## src/sv/srr_pkg.sv

```systemverilog
// Shared types and constants of the segmented row reducer.
// Used by the arithmetic unit and the top level; depends on nothing.
`timescale 1ns / 1ps
`default_nettype none

package srr_pkg;

    // Default widths of the stored value and position fields.
    localparam int DEF_VALUE_BITS    = 32;
    localparam int DEF_POSITION_BITS = 32;

    // Fixed widths of the beat fields and of the internal datapath.
    localparam int FIELD_BITS     = 32;
    localparam int ACC_BITS       = 64;
    localparam int WIDE_BITS      = ACC_BITS + 1;
    localparam int CNT_BITS       = 32;
    localparam int STEP_BITS      = $clog2(ACC_BITS);
    localparam int ACTION_BITS    = 2;
    localparam int S_TDATA_BITS   = 2 * FIELD_BITS;
    localparam int M_TDATA_BITS   = 2 * FIELD_BITS;
    localparam int M_TUSER_BITS   = 2;
    localparam int CFG_INDEX_BITS = 2;

    // Reduction modes held in the mode register.
    typedef enum logic [1:0] {
        MODE_SUM  = 2'd0,
        MODE_MEAN = 2'd1,
        MODE_MIN  = 2'd2,
        MODE_MAX  = 2'd3
    } mode_t;

    // Kind of an input beat, carried on tuser.
    typedef enum logic [ACTION_BITS-1:0] {
        ACT_BEGIN = 2'd0,
        ACT_ELEM  = 2'd1,
        ACT_END   = 2'd2
    } action_t;

    // Configuration register indexes.
    localparam logic [CFG_INDEX_BITS-1:0] REG_MODE     = 2'd0;
    localparam logic [CFG_INDEX_BITS-1:0] REG_SEED     = 2'd1;
    localparam logic [CFG_INDEX_BITS-1:0] REG_SENTINEL = 2'd2;

    // Request to the shared add/subtract unit.
    typedef struct packed {
        logic [WIDE_BITS-1:0] op_a;
        logic [WIDE_BITS-1:0] op_b;
        logic                 sub;
    } alu_req_t;

endpackage : srr_pkg

`default_nettype wire

```

## src/sv/segmented_row_reducer.sv

```systemverilog
// Segmented row reducer: begin-row beats are taken in the idle state, element beats pass
// through the element state. End-row beats go to the row-end state for sum, min and max;
// for mean they first take a magnitude step, 64 restoring divide steps and a sign step,
// all on the shared 65-bit add/subtract unit; row end waits for a free output register.
// aresetn is synchronous and active low; it clears the control and row state registers only.
// Depends on srr_pkg and srr_alu.
`timescale 1ns / 1ps
`default_nettype none

module segmented_row_reducer #(
    parameter int VALUE_BITS    = srr_pkg::DEF_VALUE_BITS,
    parameter int POSITION_BITS = srr_pkg::DEF_POSITION_BITS
) (
    input  logic                                aclk,
    input  logic                                aresetn,
    // Input beats.
    input  logic                                s_tvalid,
    output logic                                s_tready,
    // s_tdata: sample_value [31:0], source_position [63:32]
    input  logic [srr_pkg::S_TDATA_BITS-1:0]    s_tdata,
    // s_tuser: action [1:0]
    input  logic [srr_pkg::ACTION_BITS-1:0]     s_tuser,
    // Result beats.
    output logic                                m_tvalid,
    input  logic                                m_tready,
    // m_tdata: row_result [31:0], winner_position [63:32]
    output logic [srr_pkg::M_TDATA_BITS-1:0]    m_tdata,
    // m_tuser: row_was_empty [0], saturated [1]
    output logic [srr_pkg::M_TUSER_BITS-1:0]    m_tuser,
    // Configuration writes.
    input  logic                                cfg_valid,
    output logic                                cfg_ready,
    input  logic [srr_pkg::CFG_INDEX_BITS-1:0]  cfg_index,
    input  logic [srr_pkg::FIELD_BITS-1:0]      cfg_data
);
    import srr_pkg::*;

    typedef enum logic [5:0] {
        ST_IDLE = 6'b000001,
        ST_ELEM = 6'b000010,
        ST_PREP = 6'b000100,
        ST_DIV  = 6'b001000,
        ST_POST = 6'b010000,
        ST_DONE = 6'b100000
    } state_t;

    localparam logic signed [VALUE_BITS-1:0] VMAX_V = {1'b0, {(VALUE_BITS-1){1'b1}}};
    localparam logic signed [VALUE_BITS-1:0] VMIN_V = {1'b1, {(VALUE_BITS-1){1'b0}}};
    localparam logic [ACC_BITS-1:0] ACC_MAX = {1'b0, {(ACC_BITS-1){1'b1}}};
    localparam logic [ACC_BITS-1:0] ACC_MIN = {1'b1, {(ACC_BITS-1){1'b0}}};
    localparam logic [STEP_BITS-1:0] STEP_LAST = STEP_BITS'(ACC_BITS - 1);

    // Registers.
    state_t                         state_reg, state_next;
    mode_t                          mode_reg, mode_next;
    logic                           seed_reg, seed_next;
    logic [POSITION_BITS-1:0]       sentinel_reg, sentinel_next;
    logic [ACC_BITS-1:0]            acc_reg, acc_next;
    logic [CNT_BITS-1:0]            count_reg, count_next;
    logic [POSITION_BITS-1:0]       best_reg, best_next;
    logic                           winner_reg, winner_next;
    logic signed [VALUE_BITS-1:0]   val_reg, val_next;
    logic [POSITION_BITS-1:0]       pos_reg, pos_next;
    logic [ACC_BITS-1:0]            quot_reg, quot_next;
    logic [CNT_BITS-1:0]            rem_reg, rem_next;
    logic [STEP_BITS-1:0]           step_reg, step_next;
    logic                           neg_reg, neg_next;
    logic                           m_tvalid_reg, m_tvalid_next;
    logic [FIELD_BITS-1:0]          out_result_reg, out_result_next;
    logic [FIELD_BITS-1:0]          out_pos_reg, out_pos_next;
    logic                           out_empty_reg, out_empty_next;
    logic                           out_sat_reg, out_sat_next;

    // Combinational helpers.
    action_t                        in_action;
    logic signed [VALUE_BITS-1:0]   in_value;
    logic [POSITION_BITS-1:0]       in_pos;
    logic [ACC_BITS-1:0]            seed_init;
    logic [CNT_BITS-1:0]            divisor;
    logic [CNT_BITS:0]              div_shifted;
    logic [ACC_BITS-1:0]            acc_sel;
    logic [ACC_BITS-VALUE_BITS:0]   acc_top;
    logic                           acc_in_range;
    logic signed [VALUE_BITS-1:0]   acc_clamped;
    logic                           out_free;
    alu_req_t                       alu_req;
    logic [WIDE_BITS-1:0]           alu_result;

    // Shared arithmetic unit.
    srr_alu u_alu (
        .req    (alu_req),
        .result (alu_result)
    );

    // Beat field extraction.
    assign in_action = action_t'(s_tuser);
    assign in_value  = s_tdata[VALUE_BITS-1:0];
    assign in_pos    = s_tdata[FIELD_BITS +: POSITION_BITS];

    // Start value of the accumulator on a begin-row beat.
    always_comb begin
        unique case (mode_reg)
            MODE_MEAN: seed_init = '0;
            MODE_SUM:  seed_init = seed_reg ? ACC_BITS'(in_value) : '0;
            MODE_MIN:  seed_init = seed_reg ? ACC_BITS'(in_value) : ACC_BITS'(VMAX_V);
            MODE_MAX:  seed_init = seed_reg ? ACC_BITS'(in_value) : ACC_BITS'(VMIN_V);
            default:   seed_init = '0;
        endcase
    end

    // Divisor of the mean: the element count, at least one.
    assign divisor     = (count_reg == '0) ? CNT_BITS'(1) : count_reg;
    assign div_shifted = {rem_reg, quot_reg[ACC_BITS-1]};

    // Value reported at row end, clamped to the value range.
    always_comb begin
        if ((mode_reg == MODE_MIN || mode_reg == MODE_MAX) && !winner_reg && !seed_reg) begin
            acc_sel = '0;
        end else begin
            acc_sel = acc_reg;
        end
    end
    assign acc_top      = acc_sel[ACC_BITS-1:VALUE_BITS-1];
    assign acc_in_range = (&acc_top) | ~(|acc_top);
    assign acc_clamped  = acc_in_range ? acc_sel[VALUE_BITS-1:0]
                                       : (acc_sel[ACC_BITS-1] ? VMIN_V : VMAX_V);

    assign out_free = !m_tvalid_reg || m_tready;

    // Sequencer and datapath next values.
    always_comb begin
        state_next      = state_reg;
        mode_next       = mode_reg;
        seed_next       = seed_reg;
        sentinel_next   = sentinel_reg;
        acc_next        = acc_reg;
        count_next      = count_reg;
        best_next       = best_reg;
        winner_next     = winner_reg;
        val_next        = val_reg;
        pos_next        = pos_reg;
        quot_next       = quot_reg;
        rem_next        = rem_reg;
        step_next       = step_reg;
        neg_next        = neg_reg;
        m_tvalid_next   = m_tvalid_reg;
        out_result_next = out_result_reg;
        out_pos_next    = out_pos_reg;
        out_empty_next  = out_empty_reg;
        out_sat_next    = out_sat_reg;
        alu_req         = '0;

        // Configuration writes.
        if (cfg_valid) begin
            unique case (cfg_index)
                REG_MODE:     mode_next     = mode_t'(cfg_data[1:0]);
                REG_SEED:     seed_next     = cfg_data[0];
                REG_SENTINEL: sentinel_next = cfg_data[POSITION_BITS-1:0];
                default:      ;
            endcase
        end

        // The output register empties when its beat is taken.
        if (m_tvalid_reg && m_tready) begin
            m_tvalid_next = 1'b0;
        end

        unique case (state_reg)
            ST_IDLE: begin
                if (s_tvalid) begin
                    case (in_action)
                        ACT_BEGIN: begin
                            count_next  = '0;
                            best_next   = sentinel_reg;
                            winner_next = 1'b0;
                            acc_next    = seed_init;
                        end
                        ACT_ELEM: begin
                            val_next   = in_value;
                            pos_next   = in_pos;
                            state_next = ST_ELEM;
                        end
                        ACT_END: begin
                            state_next = (mode_reg == MODE_MEAN) ? ST_PREP : ST_DONE;
                        end
                        default: ;
                    endcase
                end
            end

            // One element: saturating add or strict compare on the shared unit.
            ST_ELEM: begin
                if (count_reg != '1) begin
                    count_next = count_reg + CNT_BITS'(1);
                end
                unique case (mode_reg) inside
                    MODE_SUM, MODE_MEAN: begin
                        alu_req.op_a = {acc_reg[ACC_BITS-1], acc_reg};
                        alu_req.op_b = WIDE_BITS'(val_reg);
                        alu_req.sub  = 1'b0;
                        if (alu_result[WIDE_BITS-1] != alu_result[ACC_BITS-1]) begin
                            acc_next = alu_result[WIDE_BITS-1] ? ACC_MIN : ACC_MAX;
                        end else begin
                            acc_next = alu_result[ACC_BITS-1:0];
                        end
                    end
                    MODE_MIN, MODE_MAX: begin
                        // The sign of the difference tells whether the element wins.
                        if (mode_reg == MODE_MIN) begin
                            alu_req.op_a = WIDE_BITS'(val_reg);
                            alu_req.op_b = {acc_reg[ACC_BITS-1], acc_reg};
                        end else begin
                            alu_req.op_a = {acc_reg[ACC_BITS-1], acc_reg};
                            alu_req.op_b = WIDE_BITS'(val_reg);
                        end
                        alu_req.sub = 1'b1;
                        if (alu_result[WIDE_BITS-1]) begin
                            acc_next    = ACC_BITS'(val_reg);
                            best_next   = pos_reg;
                            winner_next = 1'b1;
                        end
                    end
                    default: ;
                endcase
                state_next = ST_IDLE;
            end

            // Magnitude of the sum ahead of the unsigned divide.
            ST_PREP: begin
                alu_req.op_a = '0;
                alu_req.op_b = {acc_reg[ACC_BITS-1], acc_reg};
                alu_req.sub  = acc_reg[ACC_BITS-1];
                quot_next    = alu_result[ACC_BITS-1:0];
                neg_next     = acc_reg[ACC_BITS-1];
                rem_next     = '0;
                step_next    = '0;
                state_next   = ST_DIV;
            end

            // One restoring divide step per cycle, quotient shifts in from the bottom.
            ST_DIV: begin
                alu_req.op_a = WIDE_BITS'(div_shifted);
                alu_req.op_b = WIDE_BITS'(divisor);
                alu_req.sub  = 1'b1;
                rem_next     = alu_result[WIDE_BITS-1] ? div_shifted[CNT_BITS-1:0]
                                                       : alu_result[CNT_BITS-1:0];
                quot_next    = {quot_reg[ACC_BITS-2:0], ~alu_result[WIDE_BITS-1]};
                step_next    = step_reg + STEP_BITS'(1);
                if (step_reg == STEP_LAST) begin
                    state_next = ST_POST;
                end
            end

            // Restore the sign; truncation is toward zero.
            ST_POST: begin
                alu_req.op_a = '0;
                alu_req.op_b = {1'b0, quot_reg};
                alu_req.sub  = neg_reg;
                acc_next     = alu_result[ACC_BITS-1:0];
                state_next   = ST_DONE;
            end

            // Hand the row result to the output register and clear the row.
            ST_DONE: begin
                if (out_free) begin
                    m_tvalid_next   = 1'b1;
                    out_result_next = FIELD_BITS'(acc_clamped);
                    out_empty_next  = (count_reg == '0);
                    out_sat_next    = (mode_reg == MODE_SUM) && !acc_in_range;
                    if (mode_reg == MODE_MIN || mode_reg == MODE_MAX) begin
                        out_pos_next = winner_reg ? FIELD_BITS'(best_reg)
                                                  : FIELD_BITS'(sentinel_reg);
                    end else begin
                        out_pos_next = '0;
                    end
                    acc_next    = '0;
                    count_next  = '0;
                    best_next   = '0;
                    winner_next = 1'b0;
                    state_next  = ST_IDLE;
                end
            end

            default: state_next = ST_IDLE;
        endcase
    end

    // Control and row state registers.
    always_ff @(posedge aclk) begin
        if (!aresetn) begin
            state_reg    <= ST_IDLE;
            mode_reg     <= MODE_SUM;
            seed_reg     <= 1'b0;
            sentinel_reg <= '0;
            acc_reg      <= '0;
            count_reg    <= '0;
            best_reg     <= '0;
            winner_reg   <= 1'b0;
            m_tvalid_reg <= 1'b0;
        end else begin
            state_reg    <= state_next;
            mode_reg     <= mode_next;
            seed_reg     <= seed_next;
            sentinel_reg <= sentinel_next;
            acc_reg      <= acc_next;
            count_reg    <= count_next;
            best_reg     <= best_next;
            winner_reg   <= winner_next;
            m_tvalid_reg <= m_tvalid_next;
        end
    end

    // Operand, divider and output payload registers.
    always_ff @(posedge aclk) begin
        val_reg        <= val_next;
        pos_reg        <= pos_next;
        quot_reg       <= quot_next;
        rem_reg        <= rem_next;
        step_reg       <= step_next;
        neg_reg        <= neg_next;
        out_result_reg <= out_result_next;
        out_pos_reg    <= out_pos_next;
        out_empty_reg  <= out_empty_next;
        out_sat_reg    <= out_sat_next;
    end

    // Port drive.
    assign s_tready  = (state_reg == ST_IDLE);
    assign cfg_ready = 1'b1;
    assign m_tvalid  = m_tvalid_reg;
    assign m_tdata   = {out_pos_reg, out_result_reg};
    assign m_tuser   = {out_sat_reg, out_empty_reg};

`ifndef SYNTH
    // The divider runs its full number of steps before leaving.
    a_div_runs: assert property (@(posedge aclk) disable iff (!aresetn)
        (state_reg == ST_DIV && step_reg != STEP_LAST) |=> (state_reg == ST_DIV))
        else $error("divider left before its last step");

    // The partial remainder always stays below the divisor.
    a_rem_bound: assert property (@(posedge aclk) disable iff (!aresetn)
        (state_reg == ST_DIV) |-> (rem_reg < divisor))
        else $error("divider remainder not below divisor");

    // A result beat only appears after the row-end state.
    a_out_src: assert property (@(posedge aclk) disable iff (!aresetn)
        $rose(m_tvalid_reg) |-> ($past(state_reg) == ST_DONE))
        else $error("result beat raised outside row end");

    // An accepted end-row beat always starts the row-end sequence.
    a_end_starts: assert property (@(posedge aclk) disable iff (!aresetn)
        (s_tvalid && s_tready && in_action == ACT_END) |=> (state_reg != ST_IDLE))
        else $error("end-row beat did not start row end");
`endif

endmodule : segmented_row_reducer

`default_nettype wire

```

## src/sv/srr_alu.sv

```systemverilog
// Shared 65-bit add/subtract unit of the segmented row reducer.
// Depends on srr_pkg for the request type and the datapath width.
`timescale 1ns / 1ps
`default_nettype none

module srr_alu (
    input  srr_pkg::alu_req_t              req,
    output logic [srr_pkg::WIDE_BITS-1:0]  result
);
    import srr_pkg::*;

    logic [WIDE_BITS-1:0] op_b_eff;

    // Subtraction is addition of the inverted operand with a carry in.
    assign op_b_eff = req.sub ? ~req.op_b : req.op_b;
    assign result   = req.op_a + op_b_eff + WIDE_BITS'(req.sub);

endmodule : srr_alu

`default_nettype wire
```

## config.mk

```make
export PLATFORM = sky130hd
export DESIGN_NAME = segmented_row_reducer
export DESIGN_NICKNAME = d
export VERILOG_FILES = /design/src/sv/srr_pkg.sv /design/src/sv/segmented_row_reducer.sv /design/src/sv/srr_alu.sv
export SDC_FILE = /design/constraint.sdc
export NUM_CORES = 1
export LEC_CHECK = 0
export BUFFER_PORTS_ARGS = -buffer_cell sky130_fd_sc_hd__buf_2
export CAP_MARGIN = 25
export CORE_UTILIZATION = 55
export DETAILED_ROUTE_END_ITERATION = 10
export MAX_ROUTING_LAYER = met4
export PLACE_DENSITY = 0.74
export SYNTH_ARGS = -nofsm -noshare
export SYNTH_HDL_FRONTEND = slang
export SYNTH_SLANG_ARGS = --single-unit
```

## constraint.sdc

```tcl
create_clock -name aclk -period 9.35 [get_ports aclk]
set_input_delay 0.4675 -clock aclk [delete_from_list [all_inputs] [get_ports aclk]]
set_output_delay 0.4675 -clock aclk [all_outputs]
set_load 0.03 [all_outputs]
```

Word level (Yosys, flattened, before mapping):

Index checks and enable logic that the tools add are counted.

* bits of input ports: 105
* bits in registers: 404
* logic and storage cells: 133
* output and inout bits: 69

* add/subtract/negate cells: 4
* bitwise operators: 4
* mux-type cells: 50
* eq/ne operators: 26
* reduce and logical (&&, ||, !) cells: 30

Operator list (number)
* $mux W64: 10
* $pmux W131 S4: 1
* $pmux W64 S4: 2
* $mux W32: 13
* $pmux W131 S2: 1
* $pmux W64 S2: 2
* $pmux W32 S3: 2
* $mux W130: 1
* $add A65 B1 Y65: 1
* $add A65 B65 Y65: 1
* $mux W65: 1
* $not A65 Y65: 1
* $pmux W32 S2: 1
* $reduce_and A33 Y1: 1
* $reduce_or A33 Y1: 1
* $add A32 B1 Y32 const B: 1
* $logic_not A32 Y1: 1
* $ne A32 B32 Y1 const B: 1
* $pmux W6 S5: 1
* $mux W6: 4
* $pmux W6 S2: 2
* $eq A6 B6 Y1 const B: 2
* $ne A2 B2 Y1 const B: 6
* $reduce_and A6 Y1: 2
* other kinds (29): 55

Logic depth before layout (Yosys ltp):

* depth in word-level cells: 12
* mapped depth: 24
* gate-level depth less buffers: 21

Cells and area by module:

A second synthesis with hierarchy kept.

* cells, all modules: 2709
* area, all modules: 24511.0 sq um

By module, submodules not included
* segmented_row_reducer: seq. area each 10420.0 sq um, area an instance 20023.0 sq um, times used 1, cells an instance 2048
* srr_alu: seq. area each 0.0 sq um, area an instance 4488.1 sq um, times used 1, cells an instance 661

Worst setup path after synthesis:

No wires, ideal clock.

* path kind: reg-to-reg
* start point: reg state_reg[5]
* end point: reg acc_reg[15]
* buffers on the path: 4
* setup time: 117 ps
* period minus slack after synthesis: 5475 ps
* path slack: 3875 ps
* cell stages (with the launch flop): 20
* data arrival time: 5358 ps
* cell sequence: dfxtp_1 > nor4_1 > nand3b_1 > o2111ai_1 > clkbuf_1 > buf_1 > xnor2_1 > ha_1 > clkbuf_1 > nand4_1 > or4_1 > or3_1 > or2_0 > o221ai_1 > o21ai_1 > a211o_1 > a21o_1 > buf_2 > a221o_1 > a22o_1

* cells in the longest elaborated chain, start to end: 10
* elaborated cells between the ends (all ways): 23

RTL lines
* start, declared: RTL line segmented_row_reducer.sv:54 `state_t state_reg, state_next;`
* start signal, assigned: RTL line segmented_row_reducer.sv:301 `state_reg <= state_next;`
* $eq A6 B5 Y1 (tied with other cells): RTL line segmented_row_reducer.sv:168 `unique case (state_reg)`
* $pmux W131 S4: RTL line segmented_row_reducer.sv:168
* $not A65 Y65: RTL line srr_alu.sv:15 `assign op_b_eff = req.sub ? ~req.op_b : req.op_b;`
* $mux W65: RTL line srr_alu.sv:15
* $add A65 B65 Y65: RTL line srr_alu.sv:16 `assign result = req.op_a + op_b_eff + WIDE_BITS'(req.sub);`
* $add A65 B1 Y65: RTL line srr_alu.sv:16
* $mux W64 / $ne A1 B1 Y1 (equally long branches): RTL line segmented_row_reducer.sv:202, segmented_row_reducer.sv:201
* $mux W64: RTL line segmented_row_reducer.sv:201 `if (alu_result[WIDE_BITS-1] != alu_result[ACC_BITS-1]) begin`
* $pmux W64 S2: RTL line segmented_row_reducer.sv:196 `unique case (mode_reg) inside`
* $pmux W64 S4: RTL line segmented_row_reducer.sv:168
* end signal, assigned: RTL line segmented_row_reducer.sv:305 `acc_reg <= acc_next;`
* end, declared: RTL line segmented_row_reducer.sv:58 `logic [ACC_BITS-1:0] acc_reg, acc_next;`

Several ways; a longest one is shown, not always the timed one.
A chain may end at the register's enable or synchronous reset.

Final worst setup path:

* start point: reg state_reg[5]
* end point: reg acc_reg[40]

The elaborated chain is that of the path after synthesis.

==> results.cfg <==
[timing]
skew_ns = 0.0272
hold_viol = 0
finalCriticalPeriod_ns = 7.86
setup_violations = 0
fmax_mhz = 127
drv_slew = 0
grt_setup_unrepaired = false
setup_tns_ns = 0
relSlewSlack = 0.271
period_share = 0.841
tightest_slew_ns = 1.08

[pwr]
p_leak_nw = 9.52
power.density_nw_per_um2 = 157
peakVddDrop_uv = 114

[final_layout]
seqCellArea_sq_um = 10400
final_layout_size_suffix_gt1_frac = 0.129
multi_input_area_sq_um = 12100
final_area_sq_um = 26200
areaGrowthSynthToFinish_pct = 12.4
nets = 2780
fillCellCount = 3511

[synth]
syn_nets = 2695
yosysTopAreaCell = edfxtp_1
avgSynthCellArea_sq_um = 9.23
yosysMostFrequentCell = nand2_1
async_reset_ff_frac = 0
synth-edff-count = 233
synth_common_cells = nand2_1 (380), edfxtp_1 (233), a21oi_1 (201)
synth-seq-area-share = 0.447
synth_area_sq_um = 23300
ys_ff_latch = 404
synth_top_cell_area_share = 0.300
synthCells = 2523
synthFlopType = edfxtp_1
synth_area_leaders = edfxtp_1 (30%), dfxtp_1 (15%), nand2_1 (6.1%), a21oi_1 (4.3%), ha_1 (3.5%)
synth_cell_types = 85
yosysWarningCount = 0

[floorplan]
dieWidth_um = 208
die_area_sq_um = 43200
row_count = 75
core_area_sq_um = 41900
fp.dieH_um = 208
num_io_pins = 174
start_util = 0.556

[cts]
numCtsBuffers = 45
cts_buffer_depth = 3
root_buffer = clkbuf_16
clkTransAtPathRegs_ns = 0.06
post_cts_buffers = 0
post_cts_resized = 0
hold_buffers = 0
cts_tree = done
insertion_delay_ns = 0.60
cts_sinks = 404
htree_levels = 2

[routing]
vias = 20800
drtIter0Drc = 2578
viasPerCell = 6.54
wirelength_um = 75700
wl_per_cell_um = 23.7
drc = 0
first_pass_iters = 7
antenna_left = 0

[placement]
gp_congestion = 1.00
placed_cell_area_sq_um = 24600
io_buffer_count = 172
dp_hpwl_um = 53300

[setup_path]
ff2ff_setup_slack_ns = 1.49
cp-endpoint = acc_reg[40]
cp-end-kind = flip-flop
crit_arrival_ns = 8.27
startpoint_type = flip-flop
criticalPathCategory = reg -> reg
reg2regPathDepth = 19
critPathLaunch = state_reg[5]
r2r-end = acc_reg[40]
cp_max_fo = 33
cp.required_ns = 9.76
r2r-start = state_reg[5]

[grt]
antenna_found_initial = 4
grt_pass1_vias = 20000
grt_usage = 0.354
grt_remaining_overflow = 0
grt_pass1_wl_um = 116000
grt_max_degree = 85

[outcome]
status = finished, final reports clean

[hold_path]
hold_class = in -> reg

[run]
cap_violations = 0
area by class of cell:
type,instances,share of cell area
clock inverters,23,0.0117
flip-flops and latches,404,0.398
diodes,4,0.000382
repair buffers,217,0.0478
clock buffers,61,0.0480
multi-input cells,1903,0.463
inverters,37,0.00530
well taps,539,0.0258
how the worst min path moves through the flow:
stage / from / endpoint / slack [ns] / cells after the start
after detailed placement: best_reg[27] / best_reg[27] / 0.45 / 1
after global routing: s_tdata[56] / pos_reg[24] / 0.04 / 1
after floorplan: best_reg[0] / best_reg[0] / 0.43 / 1
after global placement: best_reg[13] / best_reg[13] / 0.44 / 1
after CTS: s_tdata[56] / pos_reg[24] / 0.03 / 1
final: s_tdata[56] / pos_reg[24] / 0.04 / 1
per-layer routing:
| layer | vias up | routed length (um) | GRT usage |
|---|---|---|---|
| li1 | 9578 | - | - |
| met1 | 9919 | 29200 | 0.433 |
| met2 | 1086 | 35900 | 0.561 |
| met3 | 262 | 5700 | 0.0463 |
| met4 | 0 | 4830 | 0.211 |
| met5 | - | 0 | - |
power breakdown:
| group | switching [W] | internal, W |
|---|---|---|
| registers | 0.0000414 | 0.00192 |
| logic | 0.000160 | 0.0000914 |
| clock network | 0.000770 | 0.00112 |
kinds of logic (layout without fill, tap and decap cells):
family | count (synthesis) | count (layout) | share of synthesized area
buffers and inverters | 216 | 338 | 0.0361
adder cells (fa/ha/maj) | 68 | 68 | 0.0367
other | 1 | 5 | 0.000161
multiplexers | 69 | 69 | 0.0298
AND/OR/NAND/NOR | 795 | 795 | 0.153
flip-flops | 404 | 404 | 0.447
AO/OA/AOI/OAI | 825 | 825 | 0.242
XOR/XNOR | 145 | 145 | 0.0549
per-stage QoR:
stage               setup WS (ns)  std cells  total power (W)  hold slack, ns   util
finish                       1.49       3188          0.00410          0.0445  0.626
global route                 1.05       3188          0.00420          0.0355  0.626
CTS                          1.74       3183          0.00411          0.0259  0.625
detailed placement           1.83       3099          0.00224           0.446  0.588
global placement             2.18       3095          0.00223           0.444  0.586
floorplan                    3.88       2523          0.00214           0.432      -
cell usage in the layout, fill, tap and decap left out, drive strengths merged, types with 37 or more instances in the layout:
| master | synthesis | final |
|---|---|---|
| clkbuf | 147 | 61 |
| inv | 36 | 39 |
| nand2 | 380 | 380 |
| xnor2 | 92 | 92 |
| mux2i | 67 | 67 |
| a22oi | 39 | 39 |
| a21o | 73 | 73 |
| a21oi | 201 | 201 |
| edfxtp | 233 | 233 |
| a221oi | 45 | 45 |
| o21ai | 164 | 164 |
| ha | 66 | 66 |
| xor2 | 53 | 53 |
| nor2 | 191 | 191 |
| a21boi | 37 | 37 |
| dfxtp | 171 | 171 |
| buf | 32 | 217 |
worst max-delay path: stages, from the launching register on:
cell and delay, ns:
dfxtp_1 0.36, nor4_1 0.52, nand3b_1 0.31, o2111ai_4 0.86, a41o_1 0.64, a21oi_1 0.09, a31o_2 0.24, ha_1 0.40
nand4_1 0.15, nor3_1 0.43, o31ai_1 0.19, and4b_1 0.29, o21a_1 0.28, a2111oi_0 0.57, mux2i_1 0.24, nor2_4 0.61
buf_4 0.45, nand3_1 0.34, o21ai_1 0.59, a221oi_1 0.12
(Power assumes the default switching activity.)
